## src/hdl/oal_pkg.sv

```systemverilog
// Shared types and constants of the ordered array list.
package oal_pkg;

    localparam int unsigned CAPACITY_DEF = 16;
    localparam int unsigned OP_W         = 3;
    localparam int unsigned POS_W        = 4;
    localparam int unsigned DATA_W       = 32;
    localparam int unsigned STAT_W       = 3;
    localparam int unsigned CNT_W        = 5;

    typedef enum logic [OP_W-1:0] {
        OP_INS_AT    = 3'd0,
        OP_INS_FRONT = 3'd1,
        OP_INS_END   = 3'd2,
        OP_DEL_AT    = 3'd3,
        OP_DEL_FRONT = 3'd4,
        OP_DEL_END   = 3'd5,
        OP_SEARCH    = 3'd6,
        OP_READ      = 3'd7
    } t_op;

    typedef enum logic [STAT_W-1:0] {
        ST_OK       = 3'd0,
        ST_FULL     = 3'd1,
        ST_EMPTY    = 3'd2,
        ST_RANGE    = 3'd3,
        ST_NOTFOUND = 3'd4
    } t_status;

    typedef enum logic [1:0] {
        MODE_HOLD = 2'd0,
        MODE_INS  = 2'd1,
        MODE_DEL  = 2'd2
    } t_mode;

    // Control broadcast from the sequencer to every cell of the chain
    typedef struct packed {
        t_mode              mode;
        logic [DATA_W-1:0]  value;
    } t_cell_ctl;

endpackage

```

## src/hdl/oal_cmd_if.sv

```systemverilog
// Command channel of the ordered array list.
interface oal_cmd_if;
    logic                           valid;
    logic                           ready;
    logic [oal_pkg::OP_W-1:0]       op;
    logic [oal_pkg::POS_W-1:0]      position;
    logic signed [oal_pkg::DATA_W-1:0] value;

    modport source (output valid, output op, output position, output value, input ready);
    modport sink (input valid, input op, input position, input value, output ready);
endinterface

```

## src/hdl/oal_res_if.sv

```systemverilog
// Result channel of the ordered array list.
interface oal_res_if;
    logic                              valid;
    logic                              ready;
    logic [oal_pkg::STAT_W-1:0]        status;
    logic signed [oal_pkg::DATA_W-1:0] data;
    logic [oal_pkg::POS_W-1:0]         found_index;
    logic [oal_pkg::CNT_W-1:0]         entry_count;

    modport source (output valid, output status, output data, output found_index,
                    output entry_count, input ready);
    modport sink (input valid, input status, input data, input found_index,
                  input entry_count, output ready);
endinterface

```

## src/hdl/ordered_array_list.sv

```systemverilog
// Ordered array list: command sequencer over a chain of shifting storage cells.
//
// Usage:
//   i_cmd carries one command word (op, position, value) per valid/ready
//   handshake; o_res returns exactly one result word (status, data,
//   found_index, entry_count) per command, in command order.
//   Execution: an accepted command is latched and moves the sequencer to
//   S_EXEC; the execute step then runs the command and loads the output
//   register, which drives the result word.
//   Steps: the sequencer takes no new command until the pending one has
//   executed. A command is first accepted, then executed: all cells shift
//   or compare in parallel and the lowest matching cell is priority encoded.
//   Stall: the execute step waits while the output register still holds an
//   untaken word; i_cmd.ready stays low until the pending command executes.
//   Reset: synchronous, active low; clears the entry count, the sequencer
//   and the output valid. Cell contents are not cleared; only entries below
//   the count are ever returned.
module ordered_array_list #(
    parameter int unsigned CAPACITY = oal_pkg::CAPACITY_DEF
) (
    input  logic      i_clk,
    input  logic      i_rst_n,
    oal_cmd_if.sink   i_cmd,
    oal_res_if.source o_res
);

    localparam int unsigned CW    = $clog2(CAPACITY + 1);
    localparam int unsigned AW    = $clog2(CAPACITY);
    localparam int unsigned AT_W  = (CW > oal_pkg::POS_W) ? CW : oal_pkg::POS_W;
    localparam int unsigned EXT_W = (CW > oal_pkg::CNT_W) ? CW : oal_pkg::CNT_W;

    typedef enum logic {
        S_IDLE,
        S_EXEC
    } t_state;

    t_state                         r_state;
    oal_pkg::t_op                   r_op;
    logic [AT_W-1:0]                r_at;
    logic [oal_pkg::DATA_W-1:0]     r_value;
    logic [CW-1:0]                  r_count;
    logic                           r_out_valid;
    oal_pkg::t_status               r_status;
    logic [oal_pkg::DATA_W-1:0]     r_data;
    logic [oal_pkg::POS_W-1:0]      r_found;
    logic [oal_pkg::CNT_W-1:0]      r_cnt_out;

    oal_pkg::t_status               n_status;
    logic [oal_pkg::DATA_W-1:0]     n_data;
    logic [oal_pkg::POS_W-1:0]      n_found;
    logic [CW-1:0]                  n_count;
    logic [AT_W-1:0]                n_at;

    logic                           w_fire_in;
    logic                           w_commit;
    oal_pkg::t_op                   w_in_op;
    oal_pkg::t_mode                 w_mode;
    oal_pkg::t_cell_ctl             w_ctl;
    logic [CAPACITY-1:0]            w_ge;
    logic [CAPACITY-1:0]            w_live;
    logic [CAPACITY-1:0]            w_match;
    logic [oal_pkg::DATA_W-1:0]     w_val [CAPACITY];
    logic                           w_full;
    logic                           w_empty;
    logic                           w_at_gt;
    logic                           w_at_ge;
    logic [oal_pkg::DATA_W-1:0]     w_entry;
    logic                           w_any;
    logic [AW-1:0]                  w_first;
    logic [AT_W-1:0]                w_first_ext;
    logic [EXT_W-1:0]               w_cnt_ext;

    // Handshakes
    assign i_cmd.ready = (r_state == S_IDLE);
    assign w_fire_in   = i_cmd.valid && i_cmd.ready;
    assign w_commit    = (r_state == S_EXEC) && (!r_out_valid || o_res.ready);
    assign w_in_op     = oal_pkg::t_op'(i_cmd.op);

    // Resolve the target index of an incoming command
    always_comb begin
        case (w_in_op)
            oal_pkg::OP_INS_AT,
            oal_pkg::OP_DEL_AT,
            oal_pkg::OP_READ:      n_at = AT_W'(i_cmd.position);
            oal_pkg::OP_INS_END:   n_at = AT_W'(r_count);
            oal_pkg::OP_DEL_END:   n_at = AT_W'(r_count) - AT_W'(1);
            default:               n_at = '0;
        endcase
    end

    // List condition flags against the latched target
    assign w_full  = (r_count == CW'(CAPACITY));
    assign w_empty = (r_count == '0);
    assign w_at_gt = (r_at > AT_W'(r_count));
    assign w_at_ge = (r_at >= AT_W'(r_count));
    assign w_entry = w_val[r_at[AW-1:0]];

    // Find the lowest live cell that matches the key
    always_comb begin
        w_any   = 1'b0;
        w_first = '0;
        for (int k = CAPACITY - 1; k >= 0; k--) begin
            if (w_match[k]) begin
                w_any   = 1'b1;
                w_first = AW'(k);
            end
        end
    end
    assign w_first_ext = AT_W'(w_first);

    // Decide status, returned word, new count and cell action
    always_comb begin
        n_status = oal_pkg::ST_OK;
        n_data   = '0;
        n_found  = '0;
        n_count  = r_count;
        w_mode   = oal_pkg::MODE_HOLD;
        case (r_op)
            oal_pkg::OP_INS_AT,
            oal_pkg::OP_INS_FRONT,
            oal_pkg::OP_INS_END: begin
                if (w_full) begin
                    n_status = oal_pkg::ST_FULL;
                end else if (w_at_gt) begin
                    n_status = oal_pkg::ST_RANGE;
                end else begin
                    n_count = r_count + CW'(1);
                    w_mode  = oal_pkg::MODE_INS;
                end
            end
            oal_pkg::OP_DEL_AT,
            oal_pkg::OP_DEL_FRONT,
            oal_pkg::OP_DEL_END: begin
                if (w_empty) begin
                    n_status = oal_pkg::ST_EMPTY;
                end else if (w_at_ge) begin
                    n_status = oal_pkg::ST_RANGE;
                end else begin
                    n_data  = w_entry;
                    n_count = r_count - CW'(1);
                    w_mode  = oal_pkg::MODE_DEL;
                end
            end
            oal_pkg::OP_SEARCH: begin
                if (w_any) begin
                    n_found = w_first_ext[oal_pkg::POS_W-1:0];
                end else begin
                    n_status = oal_pkg::ST_NOTFOUND;
                end
            end
            default: begin
                if (w_empty) begin
                    n_status = oal_pkg::ST_EMPTY;
                end else if (w_at_ge) begin
                    n_status = oal_pkg::ST_RANGE;
                end else begin
                    n_data = w_entry;
                end
            end
        endcase
    end
    assign w_cnt_ext = EXT_W'(n_count);

    // Broadcast the cell action only in the commit cycle
    assign w_ctl.mode  = w_commit ? w_mode : oal_pkg::MODE_HOLD;
    assign w_ctl.value = r_value;

    // Chain of storage cells
    for (genvar g = 0; g < CAPACITY; g++) begin : g_cell
        assign w_ge[g]   = (AT_W'(g) >= r_at);
        assign w_live[g] = (CW'(g) < r_count);

        if (g == 0) begin : g_head
            oal_cell u_cell (
                .i_clk     (i_clk),
                .i_ctl     (w_ctl),
                .i_ge      (w_ge[g]),
                .i_ge_left (1'b0),
                .i_live    (w_live[g]),
                .i_left    (w_val[g]),
                .i_right   (w_val[(g + 1 < CAPACITY) ? g + 1 : g]),
                .o_val     (w_val[g]),
                .o_match   (w_match[g])
            );
        end else begin : g_body
            oal_cell u_cell (
                .i_clk     (i_clk),
                .i_ctl     (w_ctl),
                .i_ge      (w_ge[g]),
                .i_ge_left (w_ge[g-1]),
                .i_live    (w_live[g]),
                .i_left    (w_val[g-1]),
                .i_right   (w_val[(g + 1 < CAPACITY) ? g + 1 : g]),
                .o_val     (w_val[g]),
                .o_match   (w_match[g])
            );
        end
    end

    // Sequencer state, latched command, count and output register
    always_ff @(posedge i_clk) begin
        if (!i_rst_n) begin
            r_state     <= S_IDLE;
            r_count     <= '0;
            r_out_valid <= 1'b0;
        end else begin
            // Raise valid on commit, drop it once the word is taken
            if (w_commit) begin
                r_out_valid <= 1'b1;
            end else if (o_res.ready) begin
                r_out_valid <= 1'b0;
            end
            case (r_state)
                S_IDLE: begin
                    if (w_fire_in) begin
                        r_op    <= w_in_op;
                        r_at    <= n_at;
                        r_value <= i_cmd.value;
                        r_state <= S_EXEC;
                    end
                end
                S_EXEC: begin
                    if (w_commit) begin
                        r_count     <= n_count;
                        r_status    <= n_status;
                        r_data      <= n_data;
                        r_found     <= n_found;
                        r_cnt_out   <= w_cnt_ext[oal_pkg::CNT_W-1:0];
                        r_state     <= S_IDLE;
                    end
                end
                default: begin
                    r_state <= S_IDLE;
                end
            endcase
        end
    end

    // Drive the result channel
    assign o_res.valid       = r_out_valid;
    assign o_res.status      = r_status;
    assign o_res.data        = r_data;
    assign o_res.found_index = r_found;
    assign o_res.entry_count = r_cnt_out;

endmodule

```

## src/hdl/oal_cell.sv

```systemverilog
// One storage cell of the list chain: holds an entry, shifts with its neighbors.
module oal_cell (
    input  logic                          i_clk,
    input  oal_pkg::t_cell_ctl            i_ctl,
    input  logic                          i_ge,
    input  logic                          i_ge_left,
    input  logic                          i_live,
    input  logic [oal_pkg::DATA_W-1:0]    i_left,
    input  logic [oal_pkg::DATA_W-1:0]    i_right,
    output logic [oal_pkg::DATA_W-1:0]    o_val,
    output logic                          o_match
);

    logic [oal_pkg::DATA_W-1:0] r_val;
    logic [oal_pkg::DATA_W-1:0] n_val;

    // Insert takes left above gap, new at gap; delete takes right; else hold
    always_comb begin
        n_val = r_val;
        case (i_ctl.mode)
            oal_pkg::MODE_INS: begin
                if (i_ge) begin
                    n_val = i_ge_left ? i_left : i_ctl.value;
                end
            end
            oal_pkg::MODE_DEL: begin
                if (i_ge) begin
                    n_val = i_right;
                end
            end
            default: begin
                n_val = r_val;
            end
        endcase
    end

    always_ff @(posedge i_clk) begin
        r_val <= n_val;
    end

    // Compare the held word against the broadcast search key
    assign o_match = i_live && (r_val == i_ctl.value);
    assign o_val   = r_val;

endmodule

```

## src/flat_wrapper.sv

```systemverilog
// flat-port wrapper written by rule: the top's interface ports become plain ports
module ordered_array_list_flat 
#(
    parameter int unsigned CAPACITY = oal_pkg::CAPACITY_DEF
)
  (i_clk, i_rst_n, i_cmd_valid, i_cmd_op, i_cmd_position, i_cmd_value, i_cmd_ready, o_res_valid, o_res_status, o_res_data, o_res_found_index, o_res_entry_count, o_res_ready);
  oal_cmd_if i_cmd_i ();
  oal_res_if o_res_i ();
  input  logic i_clk;
  input  logic i_rst_n;
  input wire logic [$bits(i_cmd_i.valid)-1:0] i_cmd_valid;
  input wire logic [$bits(i_cmd_i.op)-1:0] i_cmd_op;
  input wire logic [$bits(i_cmd_i.position)-1:0] i_cmd_position;
  input wire logic [$bits(i_cmd_i.value)-1:0] i_cmd_value;
  output wire logic [$bits(i_cmd_i.ready)-1:0] i_cmd_ready;
  output wire logic [$bits(o_res_i.valid)-1:0] o_res_valid;
  output wire logic [$bits(o_res_i.status)-1:0] o_res_status;
  output wire logic [$bits(o_res_i.data)-1:0] o_res_data;
  output wire logic [$bits(o_res_i.found_index)-1:0] o_res_found_index;
  output wire logic [$bits(o_res_i.entry_count)-1:0] o_res_entry_count;
  input wire logic [$bits(o_res_i.ready)-1:0] o_res_ready;
  assign i_cmd_i.valid = i_cmd_valid;
  assign i_cmd_i.op = i_cmd_op;
  assign i_cmd_i.position = i_cmd_position;
  assign i_cmd_i.value = i_cmd_value;
  assign i_cmd_ready = i_cmd_i.ready;
  assign o_res_valid = o_res_i.valid;
  assign o_res_status = o_res_i.status;
  assign o_res_data = o_res_i.data;
  assign o_res_found_index = o_res_i.found_index;
  assign o_res_entry_count = o_res_i.entry_count;
  assign o_res_i.ready = o_res_ready;
  ordered_array_list #(.CAPACITY(CAPACITY)) u_core (.i_clk(i_clk), .i_rst_n(i_rst_n), .i_cmd(i_cmd_i), .o_res(o_res_i));
endmodule
```

## config.mk

```make
export PLATFORM = sky130hd
export DESIGN_NAME = ordered_array_list_flat
export DESIGN_NICKNAME = d
export VERILOG_FILES = /design/src/hdl/oal_pkg.sv /design/src/hdl/oal_cmd_if.sv /design/src/hdl/oal_res_if.sv /design/src/hdl/ordered_array_list.sv /design/src/hdl/oal_cell.sv /design/src/flat_wrapper.sv
export SDC_FILE = /design/constraint.sdc
export NUM_CORES = 2
export LEC_CHECK = 0
export ABC_AREA = 1
export BUFFER_PORTS_ARGS = -buffer_cell sky130_fd_sc_hd__buf_4
export CAP_MARGIN = 20
export CORE_MARGIN = 2
export CORE_UTILIZATION = 29
export CTS_BUF_LIST = sky130_fd_sc_hd__clkbuf_4 sky130_fd_sc_hd__clkbuf_8
export DETAILED_ROUTE_END_ITERATION = 8
export PLACE_DENSITY_LB_ADDON = 0.1
export RECOVER_POWER = 25
export SLEW_MARGIN = 20
export SYNTH_ARGS = -nofsm -noshare
export SYNTH_HDL_FRONTEND = slang
export SYNTH_SLANG_ARGS = --single-unit
```

## constraint.sdc

```tcl
create_clock -name i_clk -period 5.78 [get_ports i_clk]
set_input_delay 0.867 -clock i_clk [delete_from_list [all_inputs] [get_ports i_clk]]
set_output_delay 0.867 -clock i_clk [all_outputs]
set_load 0.005 [all_outputs]
```

* Word-level counts from Yosys, hierarchy flattened
Index checks and enable logic that the tools add are counted.
Operators by class: add/sub/neg operators 2, reductions and logical operators 52, bitwise logic cells 4, $lt $le $gt $ge 35, equal/unequal tests 59, mux-type cells 117
Operators by type and width (number):
- two-way mux 32 bit | 47
- one-hot mux 32 bit (2 select lines) | 15
- equality test 32 bit | 16
- binary-select mux 32 bit (select 4 bit) | 1
- inequality test 2 bit (second input constant) | 30
- AND reduction 3 bit | 17
- greater-or-equal comparator 4 x 5 -> 1 bit (first input constant) | 8
- < comparator 4 x 5 -> 1 bit (first input constant) | 8
- two-way mux 4 bit | 8
- two-way mux 1 bit | 22
- two-way mux 3 bit | 7
- greater-or-equal comparator 3 x 5 -> 1 bit (first input constant) | 4
- < comparator 3 x 5 -> 1 bit (first input constant) | 4
- two-way mux 5 bit | 4
- logical AND 1 bit | 18
- two-way mux 2 bit | 8
- equality test 3 bit (second input constant) | 5
- one-hot mux 5 bit (3 select lines) | 1
- equality test 3 x 2 -> 1 bit (second input constant) | 4
- OR reduction 3 bit | 4
- OR reduction 6 bit | 2
- greater-or-equal comparator 1 x 5 -> 1 bit (first input constant) | 2
- greater-or-equal comparator 2 x 5 -> 1 bit (first input constant) | 2
- < comparator 1 x 5 -> 1 bit (first input constant) | 2
- other kinds (24) | 30
Storage, ports and cells: logic and storage cells 298, output and inout bits 46, input bits 43, register bits after elaboration 603

* Depth between registers and ports, before layout
word-level depth 20, depth in mapped cells 24, gate-level depth less buffers 23

* By module
From an unflattened synthesis, not the netlist that was laid out.
Unflattened totals: cell total of the unflattened synthesis 6160, area, all modules 43589.3 um^2
Modules (own cells, without submodules):
- oal_cell | area each 2222.1 um^2, seq. area each 960.9 um^2, cells each 314, instances 16
- ordered_array_list | area each 8035.2 um^2, seq. area each 2662.6 um^2, cells each 1136, instances 1

* Worst setup path after synthesis
Ideal clock, no wire load.
path kind register -> register, from register u_core.r_at[0], to register u_core.g_cell[10].g_body.u_cell.r_val (netlist bit u_core.g_cell[10].g_body.u_cell.o_val[0]) (enable), cell stages (with the launch flop) 19, required time 5.339 ns, library setup time 0.441 ns, arrival 4.534 ns, path buffers 2, period minus slack after synthesis 4.974 ns, setup slack 0.806 ns, cells stage by stage edfxtp_1 > inv_1 > clkbuf_1 > clkbuf_1 > ha_1 > nand2_1 > inv_1 > nor2_1 > inv_1 > nor2_1 > inv_1 > nor2_1 > inv_1 > nor2_1 > inv_1 > ha_1 > nor2_1 > clkinv_1 > a31oi_1
Between the ends: word-level cells in the longest chain between the ends 8, elaborated cells between the ends (all ways) 15, classes of those cells order compare (3); eq/ne (4); mux (6); reduce/logical (2)
RTL lines:
- start, declared | RTL line ordered_array_list.sv:39 | logic [AT_W-1:0] r_at;
- start signal, assigned | RTL line ordered_array_list.sv:217 | r_at <= n_at;
- greater-than comparator 5 bit or greater-or-equal comparator 5 bit (tied branches) | RTL line ordered_array_list.sv:94, ordered_array_list.sv:95
- two-way mux 1 bit or two-way mux 2 bit (tied branches) | RTL line ordered_array_list.sv:124, ordered_array_list.sv:136
- two-way mux 2 bit, on equally long branches | RTL line ordered_array_list.sv:122, ordered_array_list.sv:134
- one-hot mux 2 bit (2 select lines) | RTL line ordered_array_list.sv:118 | case (r_op)
- two-way mux 2 bit | RTL line ordered_array_list.sv:165 | assign w_ctl.mode = w_commit ? w_mode : oal_pkg::MODE_HOLD;
- equality test 2 x 1 -> 1 bit or equality test 2 bit (tied branches) | RTL line oal_cell.sv:20 | case (i_ctl.mode)
- inequality test 2 bit (no source line) or nonzero test 2 bit (tied branches)
- AND reduction 3 bit (no source line) (*)
- end signal, assigned | RTL line oal_cell.sv:38 | r_val <= n_val;
- end, declared | RTL line oal_cell.sv:14 | logic [oal_pkg::DATA_W-1:0] r_val;
Every way passes the cells marked *; elsewhere a longest branch is shown, timed or not. A chain may end at the register's enable or synchronous reset.

* Final worst setup path
from register u_core.r_at[3], to register u_core.g_cell[14].g_body.u_cell.r_val (netlist bit u_core.g_cell[14].g_body.u_cell.o_val[1]) (enable)
Between the ends: word-level cells in the longest chain between the ends 8, elaborated cells between the ends (all ways) 15, classes of those cells order compare (3); eq/ne (4); mux (6); reduce/logical (2)
RTL lines (RTL line):
- greater-than comparator 5 bit or greater-or-equal comparator 5 bit (tied branches) | ordered_array_list.sv:94, ordered_array_list.sv:95
- two-way mux 1 bit or two-way mux 2 bit (tied branches) | ordered_array_list.sv:124, ordered_array_list.sv:136
- two-way mux 2 bit, on equally long branches | ordered_array_list.sv:122, ordered_array_list.sv:134
- one-hot mux 2 bit (2 select lines) | ordered_array_list.sv:118
- two-way mux 2 bit | ordered_array_list.sv:165
- equality test 2 x 1 -> 1 bit or equality test 2 bit (tied branches) | oal_cell.sv:20
- inequality test 2 bit (no source line) or nonzero test 2 bit (tied branches)
- AND reduction 3 bit (no source line) (*)
- end signal, assigned | oal_cell.sv:38
- end, declared | oal_cell.sv:14
Marked as above.

==> metrics.cfg <==
[floorplan]
dieArea_mm2=0.1395
coreArea_mm2=0.1355
die_x_um=373.5
core.rowCount=135
start_util=0.2923
boundaryPins=89
die_h_um=373.5

[global_route]
grtUsageTotal=0.2969
grt_first_pass_wirelength_um=294400
grt_max_degree=184
first_global_vias=35870
gr-total-overflow=0
antenna_found_initial=15

[detailed_routing]
routed.top_layer=met5
ant_nets=0
vias=38520
drt_first_iter_violations=5522
route.met3.wl_um=18530
drc=0
routed_wl_um=214500
avgRoutedWirePerCell_um=32.53
viasPerCell=5.841
m1WireLength_um=91370
wl_met2_um=92200
drt_first_pass_iters=7

[logic_synthesis]
syn-mean-instance-area_um2=8.267
syn_nets=4842
syn-instance-count=4789
yosysWarnings=0
ys_ff_latch=603
synth_top_cell_by_area=edfxtp_1
async_flop_share=0
synth_ff_type=edfxtp_1
ys_seq_area_frac=0.4556
synthDistinctLibCells=55
synthTopCellsByArea=edfxtp_1 (45%), o21ai_0 (8.0%), nand2_1 (7.9%), a21oi_1 (5.8%), inv_1 (4.4%)
synth_edf_count=596
netlist.area_leader.share=0.4520
syn-cell-area_mm2=0.03959

[power_and_ir_drop]
power_density_mw_per_mm2=253.8
p_leak_nw=15.75
ir_worst_vdd_mv=0.2257

[cts]
cts_buffers=130
path_clk_slew_ns=0.06
cts_tree=done
hold_buffers=0
root_buffer=clkbuf_8
clk-insertion-delay-late_ns=0.92
clkSinkCount=603
cts_resized=0
htree_levels=4
cts_setup_buffers=0
clk_path_buf_depth=3

[worst_setup_path]
path_cells=buf_4, inv_1, o21ai_0, clkinv_1, a21oi_4, clkbuf_1, nor2_4, clkbuf_1
cp-start-kind=flip-flop
critPathKind=flip-flop to flip-flop
cp.required_ns=6.29
max_stage_delay_ns=2.32
worstPathMaxFanout=65
end_kind=flip-flop
cp_slowest_cell=clkbuf_1
critPathMostFrequentCell=clkbuf_1
arrival_ns=5.40

[sta]
setup_tns_ns=0
max_slew_margin=-1.259
hold_viol=0
report.final.setup_viol=0
period_needed_ns=4.882
rsz0062_at_grt=false
hold_ws_ns=0.1533
maxSlewViolCount=159
tightest_slew_ns=3.388
fmax_ghz=0.2048
fin_crit_sh=0.8447
skew_ns=0.04938
final.setup.worst_slack_ns=0.8979

[hold_path]
worst_hold_path_type=input port to flip-flop

[placement]
io_buffers=88
place_ws_ns=1.113
place_hpwl_um=155800
gp_congestion=0.9974
dpl.cell_count=6367

[final_layout]
layout.cells.non_filler=6595
nets=4771
drive_gt1_frac=0.1004
syn2layout_area_growth_pct=11.32
layout_commonest_cell=nand2_1
final_cell_mix=nand2_1 (826), o21ai_0 (635), edfxtp_1 (596), inv_1 (461), a21oi_1 (451)

[run_status]
violations=capacitance limit, slew limit
status=complete, but fails checks

[job]
cap_violations=4

[cell usage after synthesis (all sizes together), types with 8 or more instances]
| cell type | number |
|---|---|
| a211oi | 34 |
| a21oi | 461 |
| a221oi | 56 |
| a22oi | 66 |
| a31oi | 36 |
| buf | 142 |
| clkbuf | 279 |
| clkinv | 8 |
| edfxtp | 596 |
| ha | 10 |
| inv | 496 |
| nand2 | 837 |
| nand3 | 39 |
| nand4 | 66 |
| nor2 | 249 |
| nor3 | 55 |
| nor4 | 28 |
| o211ai | 144 |
| o21ai | 646 |
| o221ai | 69 |
| o22ai | 225 |
| xnor2 | 163 |
| xor2 | 44 |
[per-stage QoR]
stage            util  power, mW  instance area (um2)
2_1_floorplan       -      5.890                39590
3_3_place_gp   0.3083      6.490                41770
3_5_place_dp   0.3083      6.491                41770
4_1_cts        0.3263      11.22                44210
5_1_grt        0.3253      11.51                44070
6_report       0.3254      11.18                44070
[layer usage]
metal	up-vias	track usage
met5	-	0
met2	2200	0.4450
met4	8	0.1565
met3	379	0.05436
met1	19000	0.4058
li1	16930	-
[area by class of cell]
| cell class | count | area [um2] |
|---|---|---|
| fillers | 14640 | 91390 |
| flip-flops and latches | 603 | 18040 |
| multi-input cells | 3261 | 17790 |
| clock buffers | 186 | 2247 |
| well taps | 1781 | 2228 |
| inverters | 504 | 1931 |
| repair buffers | 218 | 1638 |
| clock inverters | 37 | 192.7 |
| diodes | 5 | 12.51 |
[registers in the layout (all words and copies together) (netlist names), 3 cells and up]
| name | count |
|---|---|
| u_core.g_cell.g_head.u_cell.o_val | 32 |
| u_core.o_res.entry_count | 5 |
| u_core.r_at | 5 |
| u_core.r_op | 3 |
| u_core.o_res.found_index | 4 |
| u_core.g_cell.g_body.u_cell.o_val | 480 |
| u_core.o_res.status | 3 |
| u_core.r_count | 5 |
| u_core.r_value | 32 |
| u_core.o_res.data | 32 |
[power by group]
group	internal, mW	switching [mW]	leakage [nW]
combinational	0.392	1.04	9.01
sequential	4.93	0.0880	5.45
clock	2.49	2.25	1.29
[final timing paths]
| check | from | endpoint | slack, ns | cells after the start |
|---|---|---|---|---|
| hold reg to reg | u_core.o_res.valid | u_core.o_res.valid | 0.50 | 2 |
| setup / recovery | u_core.r_at[3] | u_core.g_cell[14].g_body.u_cell.o_val[1] | 0.90 | 8 |
| setup reg to reg | u_core.r_at[3] | u_core.g_cell[14].g_body.u_cell.o_val[1] | 0.90 | 8 |
| hold / removal | i_cmd_value[30] | u_core.r_value[30] | 0.15 | 1 |
[critical path, delay by kind of cell (launching register included)]
kind | cells | cell delay [ns]
and+or+nand+nor | 1 | 0.06
DFF | 1 | 0.37
buffers and inverters | 5 | 3.64
AOI/OAI and AO/OA | 2 | 0.36
[cell families (layout without fill, tap and decap cells)]
| family | after synthesis | in the layout | synth area share |
|---|---|---|---|
| and+or+nand+nor | 1293 | 1293 | 0.1343 |
| xor gates and xnor gates | 207 | 207 | 0.04579 |
| DFF | 603 | 603 | 0.4556 |
| buffers and inverters | 925 | 945 | 0.1018 |
| adders and majority gates | 10 | 10 | 0.003160 |
| AOI/OAI and AO/OA | 1751 | 1751 | 0.2593 |
| other | 0 | 5 | 0 |
No activity file was read; power rests on OpenSTA's default activity.
